`src/rtl/core/cbu_pkg.sv`:
```
// cbu_pkg: types, codes, constants and the arctangent table of the camera basis update
// used by the top level, controller, datapath and bench; depends on nothing

package cbu_pkg;

	localparam int TRIG_ITERATIONS_DEF = 16;
	localparam int DIR_WIDTH_DEF       = 16;
	localparam int MUL_W               = 34;
	localparam int STEP_W              = 6;
	localparam int SQRT_STEPS          = 32;
	localparam int CORDIC_GAIN_Q30     = 652032874;
	localparam int DEG90_Q8            = 23040;
	localparam int DEG180_Q8           = 46080;
	localparam int POS_Z_RESET         = 20 * 65536;

	localparam logic [2:0] OP_RESET   = 3'd0;
	localparam logic [2:0] OP_MOVE    = 3'd1;
	localparam logic [2:0] OP_ROT_X   = 3'd2;
	localparam logic [2:0] OP_ROT_Y   = 3'd3;
	localparam logic [2:0] OP_ROT_Z   = 3'd4;
	localparam logic [2:0] OP_FORWARD = 3'd5;
	localparam logic [2:0] OP_STRAFE  = 3'd6;
	localparam logic [2:0] OP_UPWARD  = 3'd7;

	typedef struct packed {
		logic [2:0]         opcode;
		logic signed [15:0] rotate_angle;
		logic signed [31:0] travel_distance;
		logic signed [31:0] move_x;
		logic signed [31:0] move_y;
		logic signed [31:0] move_z;
	} cam_cmd_t;

	typedef struct packed {
		logic signed [31:0] pos_x;
		logic signed [31:0] pos_y;
		logic signed [31:0] pos_z;
		logic signed [15:0] view_x;
		logic signed [15:0] view_y;
		logic signed [15:0] view_z;
		logic signed [15:0] up_x;
		logic signed [15:0] up_y;
		logic signed [15:0] up_z;
		logic signed [15:0] right_x;
		logic signed [15:0] right_y;
		logic signed [15:0] right_z;
	} cam_res_t;

	typedef enum logic [4:0] {
		UOP_NONE, UOP_LOAD, UOP_RESET, UOP_MOVE, UOP_TRAVEL_MUL, UOP_TRAVEL_ADD,
		UOP_TRIG_INIT, UOP_TRIG_STEP, UOP_MIX_P, UOP_MIX_Q, UOP_MIX_W, UOP_SQ,
		UOP_SQ_ACC, UOP_SQRT_INIT, UOP_SQRT_STEP, UOP_DIV_INIT, UOP_DIV_STEP,
		UOP_DIV_WRITE, UOP_CROSS_A, UOP_CROSS_B, UOP_CROSS_W, UOP_CAPTURE
	} uop_t;

	typedef enum logic [4:0] {
		S_IDLE, S_DECODE, S_TRAVEL_MUL, S_TRAVEL_ADD, S_TRIG_INIT, S_TRIG_STEP,
		S_MIX_P, S_MIX_Q, S_MIX_W, S_SQ, S_SQ_ACC, S_SQRT_INIT, S_SQRT_STEP,
		S_NORM_CHECK, S_DIV_INIT, S_DIV_STEP, S_DIV_WRITE, S_CROSS_A, S_CROSS_B,
		S_CROSS_W, S_FINISH
	} ctl_state_t;

	typedef struct packed {
		uop_t              uop;
		logic [1:0]        k;
		logic [STEP_W-1:0] step;
	} dp_cmd_t;

	typedef struct packed {
		logic [2:0] opcode;
		logic       len_zero;
	} dp_stat_t;

	// arctangent of 2^-i in degrees, q24
	function automatic logic signed [39:0] atan_q24(input logic [4:0] idx);
		logic signed [39:0] v;
		case (idx)
			5'd0:  v = 40'sd754974720;
			5'd1:  v = 40'sd445687602;
			5'd2:  v = 40'sd235489088;
			5'd3:  v = 40'sd119537938;
			5'd4:  v = 40'sd60000934;
			5'd5:  v = 40'sd30029717;
			5'd6:  v = 40'sd15018523;
			5'd7:  v = 40'sd7509720;
			5'd8:  v = 40'sd3754917;
			5'd9:  v = 40'sd1877466;
			5'd10: v = 40'sd938734;
			5'd11: v = 40'sd469367;
			5'd12: v = 40'sd234684;
			5'd13: v = 40'sd117342;
			5'd14: v = 40'sd58671;
			5'd15: v = 40'sd29335;
			5'd16: v = 40'sd14668;
			5'd17: v = 40'sd7334;
			5'd18: v = 40'sd3667;
			5'd19: v = 40'sd1833;
			5'd20: v = 40'sd917;
			5'd21: v = 40'sd458;
			5'd22: v = 40'sd229;
			5'd23: v = 40'sd115;
			default: v = 40'sd0;
		endcase
		return v;
	endfunction

endpackage

```
`src/rtl/core/cbu_controller.sv`:
```
// cbu_controller: state machine sequencing the datapath micro operations
// depends on cbu_pkg

module cbu_controller #(
	parameter int TRIG_ITERATIONS = cbu_pkg::TRIG_ITERATIONS_DEF,
	parameter int DIR_WIDTH       = cbu_pkg::DIR_WIDTH_DEF
) (
	input  logic               clk,
	input  logic               arst_n,
	input  logic               in_valid,
	output logic               in_ready,
	output logic               out_valid,
	input  logic               out_ready,
	output cbu_pkg::dp_cmd_t   cmd,
	input  cbu_pkg::dp_stat_t  stat
);

	localparam int SW = cbu_pkg::STEP_W;

	cbu_pkg::ctl_state_t state_q, state_d;
	logic [1:0]    k_q, k_d;
	logic [SW-1:0] i_q, i_d;
	logic          out_valid_q, out_valid_d;

	always_ff @(posedge clk or negedge arst_n) begin
		if (!arst_n) begin
			state_q     <= cbu_pkg::S_IDLE;
			k_q         <= '0;
			i_q         <= '0;
			out_valid_q <= 1'b0;
		end else begin
			state_q     <= state_d;
			k_q         <= k_d;
			i_q         <= i_d;
			out_valid_q <= out_valid_d;
		end
	end

	always_comb begin
		state_d     = state_q;
		k_d         = k_q;
		i_d         = i_q;
		out_valid_d = out_valid_q && !out_ready;
		cmd.uop     = cbu_pkg::UOP_NONE;
		cmd.k       = k_q;
		cmd.step    = i_q;
		in_ready    = 1'b0;
		unique case (state_q)
			cbu_pkg::S_IDLE: begin
				in_ready = 1'b1;
				if (in_valid) begin
					cmd.uop = cbu_pkg::UOP_LOAD;
					state_d = cbu_pkg::S_DECODE;
				end
			end
			cbu_pkg::S_DECODE: begin
				k_d = '0;
				i_d = '0;
				case (stat.opcode)
					cbu_pkg::OP_RESET: begin
						cmd.uop = cbu_pkg::UOP_RESET;
						state_d = cbu_pkg::S_FINISH;
					end
					cbu_pkg::OP_MOVE: begin
						cmd.uop = cbu_pkg::UOP_MOVE;
						state_d = cbu_pkg::S_FINISH;
					end
					cbu_pkg::OP_ROT_X, cbu_pkg::OP_ROT_Y, cbu_pkg::OP_ROT_Z: begin
						state_d = cbu_pkg::S_TRIG_INIT;
					end
					default: begin
						state_d = cbu_pkg::S_TRAVEL_MUL;
					end
				endcase
			end
			cbu_pkg::S_TRAVEL_MUL: begin
				cmd.uop = cbu_pkg::UOP_TRAVEL_MUL;
				state_d = cbu_pkg::S_TRAVEL_ADD;
			end
			cbu_pkg::S_TRAVEL_ADD: begin
				cmd.uop = cbu_pkg::UOP_TRAVEL_ADD;
				if (k_q == 2'd2) begin
					k_d     = '0;
					state_d = cbu_pkg::S_FINISH;
				end else begin
					k_d     = k_q + 2'd1;
					state_d = cbu_pkg::S_TRAVEL_MUL;
				end
			end
			cbu_pkg::S_TRIG_INIT: begin
				cmd.uop = cbu_pkg::UOP_TRIG_INIT;
				i_d     = '0;
				state_d = cbu_pkg::S_TRIG_STEP;
			end
			cbu_pkg::S_TRIG_STEP: begin
				cmd.uop = cbu_pkg::UOP_TRIG_STEP;
				if (i_q == SW'(TRIG_ITERATIONS - 1)) begin
					i_d     = '0;
					state_d = cbu_pkg::S_MIX_P;
				end else begin
					i_d = i_q + SW'(1);
				end
			end
			cbu_pkg::S_MIX_P: begin
				cmd.uop = cbu_pkg::UOP_MIX_P;
				state_d = cbu_pkg::S_MIX_Q;
			end
			cbu_pkg::S_MIX_Q: begin
				cmd.uop = cbu_pkg::UOP_MIX_Q;
				state_d = cbu_pkg::S_MIX_W;
			end
			cbu_pkg::S_MIX_W: begin
				cmd.uop = cbu_pkg::UOP_MIX_W;
				if (k_q == 2'd2) begin
					k_d     = '0;
					state_d = cbu_pkg::S_SQ;
				end else begin
					k_d     = k_q + 2'd1;
					state_d = cbu_pkg::S_MIX_P;
				end
			end
			cbu_pkg::S_SQ: begin
				cmd.uop = cbu_pkg::UOP_SQ;
				state_d = cbu_pkg::S_SQ_ACC;
			end
			cbu_pkg::S_SQ_ACC: begin
				cmd.uop = cbu_pkg::UOP_SQ_ACC;
				if (k_q == 2'd2) begin
					k_d     = '0;
					state_d = cbu_pkg::S_SQRT_INIT;
				end else begin
					k_d     = k_q + 2'd1;
					state_d = cbu_pkg::S_SQ;
				end
			end
			cbu_pkg::S_SQRT_INIT: begin
				cmd.uop = cbu_pkg::UOP_SQRT_INIT;
				i_d     = '0;
				state_d = cbu_pkg::S_SQRT_STEP;
			end
			cbu_pkg::S_SQRT_STEP: begin
				cmd.uop = cbu_pkg::UOP_SQRT_STEP;
				if (i_q == SW'(cbu_pkg::SQRT_STEPS - 1)) begin
					i_d     = '0;
					state_d = cbu_pkg::S_NORM_CHECK;
				end else begin
					i_d = i_q + SW'(1);
				end
			end
			cbu_pkg::S_NORM_CHECK: begin
				k_d = '0;
				// zero length keeps the old vector
				if (stat.len_zero) begin
					state_d = cbu_pkg::S_CROSS_A;
				end else begin
					state_d = cbu_pkg::S_DIV_INIT;
				end
			end
			cbu_pkg::S_DIV_INIT: begin
				cmd.uop = cbu_pkg::UOP_DIV_INIT;
				i_d     = '0;
				state_d = cbu_pkg::S_DIV_STEP;
			end
			cbu_pkg::S_DIV_STEP: begin
				cmd.uop = cbu_pkg::UOP_DIV_STEP;
				if (i_q == SW'(DIR_WIDTH - 1)) begin
					i_d     = '0;
					state_d = cbu_pkg::S_DIV_WRITE;
				end else begin
					i_d = i_q + SW'(1);
				end
			end
			cbu_pkg::S_DIV_WRITE: begin
				cmd.uop = cbu_pkg::UOP_DIV_WRITE;
				if (k_q == 2'd2) begin
					k_d     = '0;
					state_d = cbu_pkg::S_CROSS_A;
				end else begin
					k_d     = k_q + 2'd1;
					state_d = cbu_pkg::S_DIV_INIT;
				end
			end
			cbu_pkg::S_CROSS_A: begin
				cmd.uop = cbu_pkg::UOP_CROSS_A;
				state_d = cbu_pkg::S_CROSS_B;
			end
			cbu_pkg::S_CROSS_B: begin
				cmd.uop = cbu_pkg::UOP_CROSS_B;
				state_d = cbu_pkg::S_CROSS_W;
			end
			cbu_pkg::S_CROSS_W: begin
				cmd.uop = cbu_pkg::UOP_CROSS_W;
				if (k_q == 2'd2) begin
					k_d     = '0;
					state_d = cbu_pkg::S_FINISH;
				end else begin
					k_d     = k_q + 2'd1;
					state_d = cbu_pkg::S_CROSS_A;
				end
			end
			cbu_pkg::S_FINISH: begin
				if (!out_valid_q || out_ready) begin
					cmd.uop     = cbu_pkg::UOP_CAPTURE;
					out_valid_d = 1'b1;
					state_d     = cbu_pkg::S_IDLE;
				end
			end
			default: begin
				state_d = cbu_pkg::S_IDLE;
			end
		endcase
	end

	assign out_valid = out_valid_q;

endmodule

```
`config.mk`:
```
export PLATFORM = sky130hd
export DESIGN_NAME = cbu_controller
export DESIGN_NICKNAME = d
export VERILOG_FILES = /design/src/rtl/core/cbu_pkg.sv /design/src/rtl/core/cbu_controller.sv
export SDC_FILE = /design/constraint.sdc
export NUM_CORES = 1
export LEC_CHECK = 0
export BUFFER_PORTS_ARGS = -buffer_cell sky130_fd_sc_hd__buf_2
export CAP_MARGIN = 10
export CORE_AREA = 2 2 72 74
export DETAILED_ROUTE_END_ITERATION = 12
export DIE_AREA = 0 0 74 76
export PLACE_DENSITY = 0.53
export RECOVER_POWER = 25
export SETUP_SLACK_MARGIN = 0.3
export SLEW_MARGIN = 25
export SYNTH_ARGS = -nofsm -noshare
export SYNTH_HDL_FRONTEND = slang
export SYNTH_SLANG_ARGS = --single-unit
```
`constraint.sdc`:
```
create_clock -name clk -period 4.85 [get_ports clk]
set_input_delay 0.485 -clock clk [delete_from_list [all_inputs] [get_ports clk]]
set_output_delay 0.485 -clock clk [all_outputs]
set_load 0.005 [all_outputs]
```
==> summary.md, run 1 <==
| Metric | Value |
|---|---|
| Status | `completed` |
| Endpoints failing setup | `0` |
| Final Hold Fails | `0` |
| Gate power share | `0.320` |
| Syn_nets | `200` |
| Post-route cell area | `between 1500 and 2000 sq um` |
| Detailed-route via count | `between 1,000 and 1,500` |
| Die W | `roughly 74 um` |
| Starting Density | `0.283` |
| Post-CTS Setup Bufs | `0` |
| Leak | `~0.65 nW` |
| Routability cong. | `0.835` |
| Setup slack, reg-to-reg | `approximately 2.4 ns` |
| Crit path cell chain | `nor2_1 -> nand2_1 -> nor4_1 -> a21o_1 -> buf_2` |
| Initial drt markers | `80` |
| Tmin final | `between 2 and 3 ns` |
| Slowest cell on the critical path | `dfrtp_1` |
| CP startpoint kind | `flop` |
| Boundary pin count | `23` |
| Mux cell area share after synthesis | `0.0108` |
| Synth Area in Compound Gates | `0.323` |
| # fillers | `530` |
| Clk_lat worst skew | `between 0.2 and 0.3 ns` |
| DRC | `0` |
| Area contributors post-synth | `dfrtp_1 25%, o21ai_0 6.1%, a21oi_1 5.8%, nor2_1 5.1%, nand2_1 4.1%` |
| Slew HR | `0.354` |
| Synth Area in Adders | `0.00901` |
| Die area | `between 5000 and 6000 sq um` |
| Site Rows | `26` |
| Cts hold-fix bufs | `0` |
| Setup Crit Path Kind | `flop to output pin` |
| Pint | `between 0.2 and 0.3 mW` |
| R2r endpoint | `state_q[3]` |
| Routed WL per cell | `between 10 and 15 um` |
| Yosys reg bits | `14` |
| Main synth FF type | `dfrtp_1` |
| Placed wire-length estimate | `2.67 mm` |
| Remaining antenna violation count after routing | `0` |
| PD cells | `259 nW/um^2` |
| Largest net degree at the start of global routing | `34` |
| Share of cells above drive strength 1 | `0.169` |
| R2R cell count | `5` |
| Wirelength, routed | `around 3.9 mm` |
| Area Growth Syn to Fin | `12.8%` |
| Root Buffer | `clkbuf_8` |
| Core ar. | `about 4900 sq um` |
| Sequential power share | `0.385` |
| Nets@finish | `about 210` |
| Post-Synth XOR/XNOR Area | `0.0189` |
| Period utilisation layout | `0.602` |
| First-pass GRT wire length | `roughly 6.5 mm` |
| Largest family of logic cells by synthesized area | `compound AO/OA/AOI/OAI gates` |
| Final Max Slew Viols | `0` |
| Max Clk Rate | `0.342 GHz` |
| Vias in the first global route | `1,317` |
| Antenna Cells | `0` |
| # port buffers | `22` |
| Arr. time, crit path | `about 2.4 ns` |
| Setup_tns | `0 ns` |
| Yosys cell types | `49` |
| Clk pwr share | `0.294` |
| CTS H-tree depth | `1` |
| TritonCTS buffer count | `3` |
| NetSw | `around 0.15 mW` |
| Multi-input combinational cell area | `approximately 950 sq um` |
| Worst Skew | `0.00102 ns` |
| Post-Synthesis Cells | `about 190` |
| RSZ-0062 raised after global routing | `false` |
| DIE HEIGHT | `76 um` |
| Share of the synthesized area in the top cell type | `0.252` |
| Max IR drop VDD | `about 80 uV` |
| Syn avg cell area | `between 7 and 8 sq um` |
| Warnings, synthesis | `0` |
| Leading area contributor after synthesis | `dfrtp_1` |
| R2R Path Start | `state_q[0]` |
| Post-synthesis simple-gate area fraction | `0.319` |
| CP Max Fanout | `31` |
| Post-Syn Area | `1390 sq um` |
| WP data required | `about 4.4 ns` |
| GRT Overall Usage | `0.145` |
| Max Root-Sink Buffers | `2` |
| Slew at the pin with the worst max-slew slack | `between 0.9 and 1 ns` |
| Initial DRT Pass Iterations | `5` |
| CTS resizes | `0` |
| CP peak stage delay | `~0.70 ns` |
| Overflow after GRT | `0` |
| Placed Area | `1510 sq um` |
| CTS tree | `done` |
| FF+latch area | `about 350 sq um` |
| Sequential area share after synthesis | `0.252` |
| Sink Count | `14` |
| Worst path buffer plus inverter count | `1` |
| Critical Path Sink Type | `output pin` |
| Number of max-cap violations | `0` |
| Ys async rst share | `1.00` |
| Via density per instance | `5.34` |
| Crit path max-delay family | `simple AND/OR/NAND/NOR gates` |
| Initial antenna violation count | `0` |
| Worst-path clk slew | `about 0.06 ns` |
| Post-synth EDFFs | `0` |
| Switching Share | `0.372` |
| Hold Crit Class | `input pin to async pin` |
-- kinds of logic after synthesis --
logic type	after synthesis
AO/OA/AOI/OAI	70
XOR/XNOR	3
adder cells (fa/ha/maj)	1
buffers and inverters	21
flip-flops	14
multiplexers	1
AND/OR/NAND/NOR	81
-- routing by layer --
layer | wire, um | track usage | vias up
met4 | 65 | 0.0545 | 0
met5 | 0 | 0 | -
met3 | 186 | 0.0159 | 5
met1 | 1840 | 0.211 | 671
li1 | - | - | 729
met2 | 1760 | 0.218 | 43
-- flip-flops by register name (all words and copies together), names as in the netlist --
signal and count:
state_q 5, k_q 2, out_valid 1, i_q 6
-- cells in the final DEF (no fill, tap or decap), types with 3 or more instances in the layout --
master / instances
nor2_1: 19
nor3_1: 7
nand3_1: 3
nand2b_1: 6
inv_1: 5
dfrtp_1: 14
nand2_1: 15
nor2b_1: 7
buf_2: 21
a31oi_1: 6
nor4_1: 3
o21ai_0: 17
o31ai_1: 3
o22ai_1: 3
or2_2: 3
a22oi_1: 3
clkbuf_8: 4
nand3b_1: 4
nand4_1: 3
a21oi_1: 16
-- worst reg2reg max path, delay by kind of cell, from the launching register on --
kind	cells	cell delay, ns
AND/OR/NAND/NOR	3	0.81
multiplexers	1	0.28
flip-flops	1	0.97
AO/OA/AOI/OAI	1	0.27
-- synthesized netlist by cell type (3+ instances only) --
library cell  count
a21oi_1          16
a22oi_1           3
a31oi_1           6
buf_2            11
clkbuf_1          4
dfrtp_1          14
inv_1             5
nand2_1          15
nand2b_1          6
nand3_1           3
nand3b_1          4
nand4_1           3
nor2_1           19
nor2b_1           7
nor3_1            7
nor4_1            3
o21ai_0          17
o22ai_1           3
o31ai_1           3
or2_2             3
-- worst max-delay path by stage --
stage | start | end | slack (ns) | cells past startpoint
4_1_cts | state_q[2] | cmd[8] | 1.93 | 5
3_3_place_gp | state_q[2] | cmd[8] | 2.31 | 5
5_1_grt | state_q[2] | cmd[8] | 1.71 | 5
2_1_floorplan | state_q[3] | cmd[8] | 2.97 | 7
3_5_place_dp | state_q[2] | cmd[8] | 2.23 | 5
6_report | state_q[2] | cmd[8] | 1.93 | 5
-- area by class of cell --
| class | count | area share |
|---|---|---|
| clock buffers | 4 | 0.0351 |
| flip-flops and latches | 14 | 0.224 |
| inverters | 5 | 0.0120 |
| repair buffers | 22 | 0.0695 |
| well taps | 70 | 0.0559 |
| multi-input cells | 156 | 0.604 |
-- metrics by stage --
step	hold WS [ns]	setup slack (ns)	cells	total power, mW	utilization
2_1_floorplan	0.189	2.97	191	0.256	-
6_report	0.299	1.93	271	0.406	0.319
4_1_cts	0.140	1.93	271	0.411	0.319
3_5_place_dp	0.417	2.23	267	0.289	0.308
3_3_place_gp	0.418	2.31	267	0.289	0.308
5_1_grt	0.389	1.71	271	0.437	0.319
-- power by group through the flow --
stage,combinational (mW),sequential [mW],clock (mW)
detailed placement,0.130,0.158,0
global placement,0.131,0.158,0
floorplan,0.126,0.130,0
CTS,0.131,0.156,0.123
global route,0.148,0.160,0.129
finish,0.130,0.157,0.119
(Power assumes the default switching activity.)
==> run 2, diff against run 1 <==
==> constraint.sdc (replaced) <==
create_clock -name clk -period 2.9 [get_ports clk]
set_input_delay 0.29 -clock clk [delete_from_list [all_inputs] [get_ports clk]]
set_output_delay 0.29 -clock clk [all_outputs]
set_load 0.005 [all_outputs]
==> run 2 against run 1 <==
Compared with the run above:
- register-to-register slack got worse by 1.6 ns
- routed wire length rose by 1.8%
- hold slack gained 0.21 ns
- final cell count is 2.2% higher
- design area rose by 2.6%
- sequential share of layout area down 0.57 points
- total power grew 61%
- critical path type unchanged
- highest routed layer unchanged
==> summary.md, run 2 (synthesis results as in run 1) <==
| Metric | Value |
|---|---|
| RSZ-0062 raised after global routing | `false` |
| Routed WL per cell | `14.2 um (-0.41%)` |
| Wirelength, routed | `3.92 mm (+1.8%)` |
| Status | `completed` |
| Slew at the pin with the worst max-slew slack | `0.780 ns (-0.189 ns)` |
| CP Max Fanout | `21 (-32%)` |
| PnR Total Power | `0.656 mW (+61%)` |
| Max Clk Rate | `approximately 0.43 GHz` |
| Hold Crit Class | `input pin to flop` |
| Post-CTS Setup Bufs | `0 (unchanged)` |
| Grt met1 use | `0.225 (+0.0147)` |
| # port buffers | `22 (unchanged)` |
| Tmin final | `between 2 and 2.5 ns` |
| Most flops, register | `i_q` |
| Most common cell after layout, fill and taps aside | `buf_2` |
| CP startpoint kind | `flop` |
| Vias in the first global route | `1,381 (+4.9%)` |
| # fillers | `539 (+1.7%)` |
| Initial DRT Pass Iterations | `4 (-1)` |
| Worst Skew | `0.00211 ns (+0.00109 ns)` |
| Overflow after GRT | `0 (unchanged)` |
| Grt met3 use | `0.0225 (+0.00661)` |
| Slew HR | `0.480 (+0.126)` |
| Boundary pin count | `23 (unchanged)` |
| GR peak layer | `met1` |
| Largest net degree at the start of global routing | `24 (-29%)` |
| Endpoints failing setup | `0 (unchanged)` |
| Root Buffer | `clkbuf_8` |
| Detailed-route via count | `1,453 (+0.35%)` |
| Cts hold-fix bufs | `1 (+1)` |
| DIE HEIGHT | `76 um (unchanged)` |
| Initial drt markers | `66 (-18%)` |
| GRT Overall Usage | `0.147 (+0.00160)` |
| Nets@finish | `218 (+3.3%)` |
| Worst-path clk slew | `0.05 ns (about the same)` |
| CTS H-tree depth | `1 (unchanged)` |
| Initial antenna violation count | `0 (unchanged)` |
| WP data required | `2.61 ns (-1.76 ns)` |
| Die W | `74 um (unchanged)` |
| DRC | `0 (unchanged)` |
| Antenna Cells | `0 (unchanged)` |
| Arr. time, crit path | `2.06 ns (-0.38 ns)` |
| Routability cong. | `0.880 (+5.4%)` |
| Via density per instance | `5.25 (-1.8%)` |
| Core ar. | `4910 sq um (unchanged)` |
| Remaining antenna violation count after routing | `0 (unchanged)` |
| Grt met2 use | `0.196 (-0.0214)` |
| Max IR drop VDD | `112 uV (+41%)` |
| CTS resizes | `0 (unchanged)` |
| Starting Density | `0.283 (unchanged)` |
| Number of flip-flops in the largest register | `6 (unchanged)` |
| Leak | `0.673 nW (+4.3%)` |
| Share of cells above drive strength 1 | `0.188 (+0.0193)` |
| Setup Crit Path Kind | `flop to output pin` |
| Max Root-Sink Buffers | `2 (unchanged)` |
| Clk_lat worst skew | `0.24 ns (about the same)` |
| CTS tree | `done` |
| Die area | `5620 sq um (unchanged)` |
| Site Rows | `26 (unchanged)` |
| Top flop regs | `i_q (6), state_q (5), k_q (2)` |
| Area Growth Syn to Fin | `15.8%` |
| Placed wire-length estimate | `2.90 mm (+8.9%)` |
| Period utilisation layout | `0.810` |
| Sink Count | `14 (unchanged)` |
| Final Max Slew Viols | `0 (unchanged)` |
| Number of max-cap violations | `0 (unchanged)` |
| First-pass GRT wire length | `6.67 mm (+3.4%)` |
| Critical Path Sink Type | `output pin` |
| TritonCTS buffer count | `3 (unchanged)` |
| Setup_tns | `0 ns (unchanged)` |
| PD cells | `408 nW/um^2 (+57%)` |
| Leading cell types in the layout, fill and taps excluded | `21 x buf_2, 19 x nor2_1, 17 x o21ai_0, 16 x a21oi_1, 15 x nand2_1` |
| Final Hold Fails | `0 (unchanged)` |
run 2: cell types whose count changed in the layout (fill, tap and decap cells not counted), sizes merged:
cell | before | now
buf | 21 | 27
clkbuf | 5 | 4
dlygate4sd3 | 0 | 1
run 2: final timing paths:
kind	from	to	slack, ns	cells after the start
worst max-delay path	state_q[3]	cmd[8]	0.55	6
worst min-delay path	stat[3]	state_q[2]	0.51	4
worst max register to register	state_q[3]	state_q[3]	0.77	5
worst min register to register	i_q[1]	i_q[1]	0.55	2
max in group asynchronous	arst_n	state_q[1]	1.78	2
min in group asynchronous	arst_n	state_q[2]	0.63	2
run 2: critical path, cell delays in order (launching register included):
cell and delay [ns]:
dfrtp_1 0.62, nor2_1 0.19, buf_4 0.19, nand2_1 0.13, nor4_1 0.40, a21o_1 0.18, buf_2 0.10
run 2: routing by layer:
layer,up-vias,share of wire
li1,740,-
met1,665,0.50
met2,36,0.43
met3,12,0.033
met4,0,0.031
met5,-,0
run 2: per-stage QoR:
| step | area (sq um) | util | instances | setup WS (ns) | hold WS, ns |
|---|---|---|---|---|---|
| after global routing | 1610 | 0.327 | 277 | 0.356 | 0.512 |
| after detailed placement | 1560 | 0.317 | 273 | 0.773 | 0.216 |
| after CTS | 1610 | 0.328 | 277 | 0.556 | 0.478 |
| after floorplan | 1390 | - | 191 | 1.18 | -0.00559 |
| final | 1610 | 0.327 | 277 | 0.550 | 0.511 |
| after global placement | 1560 | 0.317 | 273 | 0.769 | 0.215 |
run 2: area by class of cell:
class                           count  area, sq um  share of cell area
Timing Repair Buffer               29          164               0.102
Clock buffer                        3         41.3              0.0257
Tap cell                           70         87.6              0.0545
Inverter                            5         18.8              0.0117
Sequential cell                    14          350               0.218
Multi-Input combinational cell    156          946               0.588
run 2: power breakdown:
part	switching, mW	internal, mW	total [mW]
Clock	0.0655	0.0919	0.157
Sequential	0.0346	0.205	0.240
Combinational	0.145	0.114	0.258
==> run 3, diff against run 2 <==
--- a/config.mk
+++ b/config.mk
@@ -5,12 +5,13 @@
 export SDC_FILE = /design/constraint.sdc
 export NUM_CORES = 1
 export LEC_CHECK = 0
+export ABC_AREA = 1
 export BUFFER_PORTS_ARGS = -buffer_cell sky130_fd_sc_hd__buf_2
 export CAP_MARGIN = 10
-export CORE_AREA = 2 2 72 74
+export CORE_AREA = 2 2 71 73
 export DETAILED_ROUTE_END_ITERATION = 12
-export DIE_AREA = 0 0 74 76
-export PLACE_DENSITY = 0.53
+export DIE_AREA = 0 0 73 75
+export PLACE_DENSITY = 0.56
 export RECOVER_POWER = 25
 export SETUP_SLACK_MARGIN = 0.3
 export SLEW_MARGIN = 25
==> constraint.sdc (replaced) <==
create_clock -name clk -period 2.15 [get_ports clk]
set_input_delay 0.215 -clock clk [delete_from_list [all_inputs] [get_ports clk]]
set_output_delay 0.215 -clock clk [all_outputs]
set_load 0.005 [all_outputs]
==> run 3 against run 2 <==
Compared with the run above:
- global-route usage increased by 1.1 points
- die area shrank 2.6%
- final cell count grew 18%
- core utilization increased by 4.4 points
- critical path depth rose by 2
- sequential share of layout area decreased by 1.2 points
- combinational power rose by 65%
- flip-flop and latch count stayed put
- via count rose by 13%
- design area rose by 7.6%
- register-to-register slack got worse by 0.24 ns
- area after synthesis is 0.99% lower
==> summary.md, run 3 <==
| Metric | Value |
|---|---|
| Status | `completed` |
| Final Max Slew Viols | `0 (unchanged)` |
| Placed wire-length estimate | `3.18 mm (+9.4%)` |
| Crit path launch | `state_q[1]` |
| TritonCTS buffer count | `3 (unchanged)` |
| Switching Share | `0.399 (+0.0252)` |
| Hold Slack | `0.261 ns (-0.250 ns)` |
| Routed WL per cell | `12.8 um (-9.5%)` |
| Area Growth Syn to Fin | `25.8%` |
| Boundary pin count | `23 (unchanged)` |
| Most common cell after layout, fill and taps aside | `nand2_1` |
| Syn avg cell area | `5.78 sq um (-21%)` |
| Core ar. | `4660 sq um (-5.1%)` |
| Post-route cell area | `1730 sq um (+7.6%)` |
| Yosys reg bits | `14 (unchanged)` |
| Final std cells w/o fill | `326 (+18%)` |
| Max Clk Rate | `~0.54 GHz` |
| DRC | `0 (unchanged)` |
| Via density per instance | `5.02 (-4.2%)` |
| Routability cong. | `0.913 (+3.7%)` |
| Main synth FF type | `dfrtp_1` |
| GRT Overall Usage | `0.158 (+0.0110)` |
| Setup Crit Path Kind | `flop to output pin` |
| PD cells | `578 nW/um^2 (+42%)` |
| Worst Skew | `0.0106 ns (+0.00845 ns)` |
| WP data required | `1.93 ns (-0.68 ns)` |
| Post-Synthesis Cells | `238 (+25%)` |
| Die W | `73 um (-1.4%)` |
| Nets@finish | `282 (+29%)` |
| Top flop regs | `i_q (6), state_q (5), k_q (2)` |
| Period utilisation layout | `0.856` |
| Area contributors post-synth | `dfrtp_1 25%, nand2_1 22%, nand3_1 11%, nor2_1 9.8%, inv_1 5.7%` |
| Sink Count | `14 (unchanged)` |
| Placed insts | `315 (+15%)` |
| Number of max-cap violations | `0 (unchanged)` |
| CP Max Fanout | `5 (-76%)` |
| Initial DRT Pass Iterations | `5 (+1)` |
| Pint | `0.602 mW (+46%)` |
| Starting Density | `0.295 (+0.0123)` |
| Critical Path Sink Type | `output pin` |
| # port buffers | `22 (unchanged)` |
| Slew at the pin with the worst max-slew slack | `0.804 ns (+0.0240 ns)` |
| Endpoints failing setup | `0 (unchanged)` |
| Largest net degree at the start of global routing | `15 (-38%)` |
| Leading cell types in the layout, fill and taps excluded | `81 x nand2_1, 32 x nor2_1, 29 x nand3_1, 21 x inv_1, 21 x buf_2` |
| Warnings, synthesis | `0 (unchanged)` |
| CTS H-tree depth | `1 (unchanged)` |
| Die area | `5480 sq um (-2.6%)` |
| NetSw | `0.399 mW (+63%)` |
| Post-Syn Area | `1380 sq um (-0.99%)` |
| Hold Crit Class | `input pin to flop` |
| Share of cells above drive strength 1 | `0.239 (+0.0506)` |
| Leading area contributor after synthesis | `dfrtp_1` |
| R2R Path Start | `i_q[0]` |
| Post-synth top cells | `82 x nand2_1, 36 x nor2_1, 31 x nand3_1` |
| Hold path startpoint | `out_ready` |
| Vias in the first global route | `1,482 (+7.3%)` |
| Clk pwr share | `0.262 (+0.022)` |
| RSZ-0062 raised after global routing | `true` |
| Leak | `0.990 nW (+47%)` |
| Count leader, synth | `nand2_1` |
| Arr. time, crit path | `1.63 ns (-0.43 ns)` |
| Worst-path clk slew | `0.07 ns (+0.02 ns)` |
| Sequential power share | `0.312 (-0.054)` |
| Site Rows | `25 (-3.8%)` |
| Post-synth EDFFs | `0 (unchanged)` |
| Overflow after GRT | `0 (unchanged)` |
| Remaining antenna violation count after routing | `0 (unchanged)` |
| Initial drt markers | `178 (+170%)` |
| CP startpoint kind | `flop` |
| Clk_lat worst skew | `0.25 ns (about the same)` |
| Detailed-route via count | `1,638 (+13%)` |
| Wirelength, routed | `4.18 mm (+6.5%)` |
| Slew HR | `0.464 (-0.0160)` |
| Final Hold Fails | `0 (unchanged)` |
| Number of flip-flops in the largest register | `6 (unchanged)` |
| First-pass GRT wire length | `6.80 mm (+2.0%)` |
| Placed Area | `1560 sq um (about the same)` |
| Most flops, register | `i_q` |
| Sequential area share after synthesis | `0.255 (+0.00252)` |
| DIE HEIGHT | `75 um (-1.3%)` |
| Tmin final | `between 1.5 and 2 ns` |
| Syn_nets | `247 (+24%)` |
| Setup_tns | `0 ns (unchanged)` |
| # fillers | `505 (-6.3%)` |
| Yosys cell types | `24 (-51%)` |
| Max IR drop VDD | `336 uV (+200%)` |
| Max Root-Sink Buffers | `2 (unchanged)` |
| Ys async rst share | `1.00 (unchanged)` |
| Gate power share | `0.426 (+0.032)` |
| Antenna Cells | `0 (unchanged)` |
| Initial antenna violation count | `0 (unchanged)` |
| CTS tree | `done` |
| Share of the synthesized area in the top cell type | `0.255 (+0.00252)` |
| Root Buffer | `clkbuf_8` |
-- run 3: cell types whose count changed in the layout (fill, tap and decap cells not counted), sizes merged, moves of 7 or more --
| cell | before | now |
|---|---|---|
| nand2 | 15 | 86 |
| inv | 5 | 25 |
| a21oi | 16 | 6 |
| nand3 | 3 | 33 |
| nor2 | 19 | 42 |
| nor2b | 7 | 0 |
-- run 3: final cells by class --
type | count | area [sq um] | share of cell area
inverters | 25 | 96.3 | 0.0557
well taps | 54 | 67.6 | 0.0390
repair buffers | 31 | 191 | 0.111
multi-input cells | 198 | 963 | 0.557
clock buffers | 4 | 55.1 | 0.0318
flip-flops and latches | 14 | 357 | 0.206
-- run 3: cell families (layout without fill, tap and decap cells) --
group                    after synthesis  after routing  synth area share
AO/OA/AOI/OAI                         21             21            0.0801
adder cells (fa/ha/maj)                1              1           0.00910
buffers and inverters                 26             60            0.0783
flip-flops                            14             14             0.255
XOR/XNOR                               1              1           0.00637
AND/OR/NAND/NOR                      175            175             0.571
-- run 3: per-layer routing --
layer  GRT usage  wire, um  vias to the layer above
met1       0.225      1950                      735
met3      0.0134       237                        2
met2       0.251      1970                       64
li1            -         -                      837
met4      0.0535        27                        0
met5           0         0                        -
-- run 3: final timing paths --
| path | to | slack, ns | cells past startpoint |
|---|---|---|---|
| max reg2reg | state_q[4] | 0.53 | 9 |
| max | cmd[8] | 0.31 | 8 |
| min in group asynchronous | i_q[0] | 0.57 | 2 |
| min reg2reg | k_q[1] | 0.53 | 2 |
| min | out_valid | 0.26 | 4 |
| max in group asynchronous | state_q[2] | 1.02 | 2 |
-- run 3: critical path, cell delays in order, from the launching register on --
cell and delay [ns]:
dfrtp_2 0.43, inv_1 0.10, nand2_1 0.11, nor2_1 0.07
nand2_1 0.12, nand2_1 0.11, a211oi_2 0.23, nand2_1 0.07
buf_2 0.12
-- run 3: power by group through the flow --
stage / logic [mW] / registers, mW / clock network, mW
after floorplan: 0.268 / 0.304 / 0
after global placement: 0.387 / 0.311 / 0
after detailed placement: 0.379 / 0.312 / 0
after CTS: 0.387 / 0.309 / 0.266
after global routing: 0.479 / 0.314 / 0.281
final: 0.426 / 0.312 / 0.262
-- run 3: per-stage QoR --
step                utilization  worst slack (ns)  power, mW
floorplan                     -             0.650      0.573
global placement          0.334             0.433      0.698
detailed placement        0.334             0.439      0.691
CTS                       0.352             0.309      0.962
global route              0.371             0.239       1.07
finish                    0.371             0.309       1.00
-- run 3: timing repair --
item	CTS	global route
resized for setup	7	10
hold buffers	1	0
buffers inserted	0	6
cloned	0	0
endpoints found under the hold margin	14	0
pin swaps	0	3
endpoints found under the setup margin	5	12
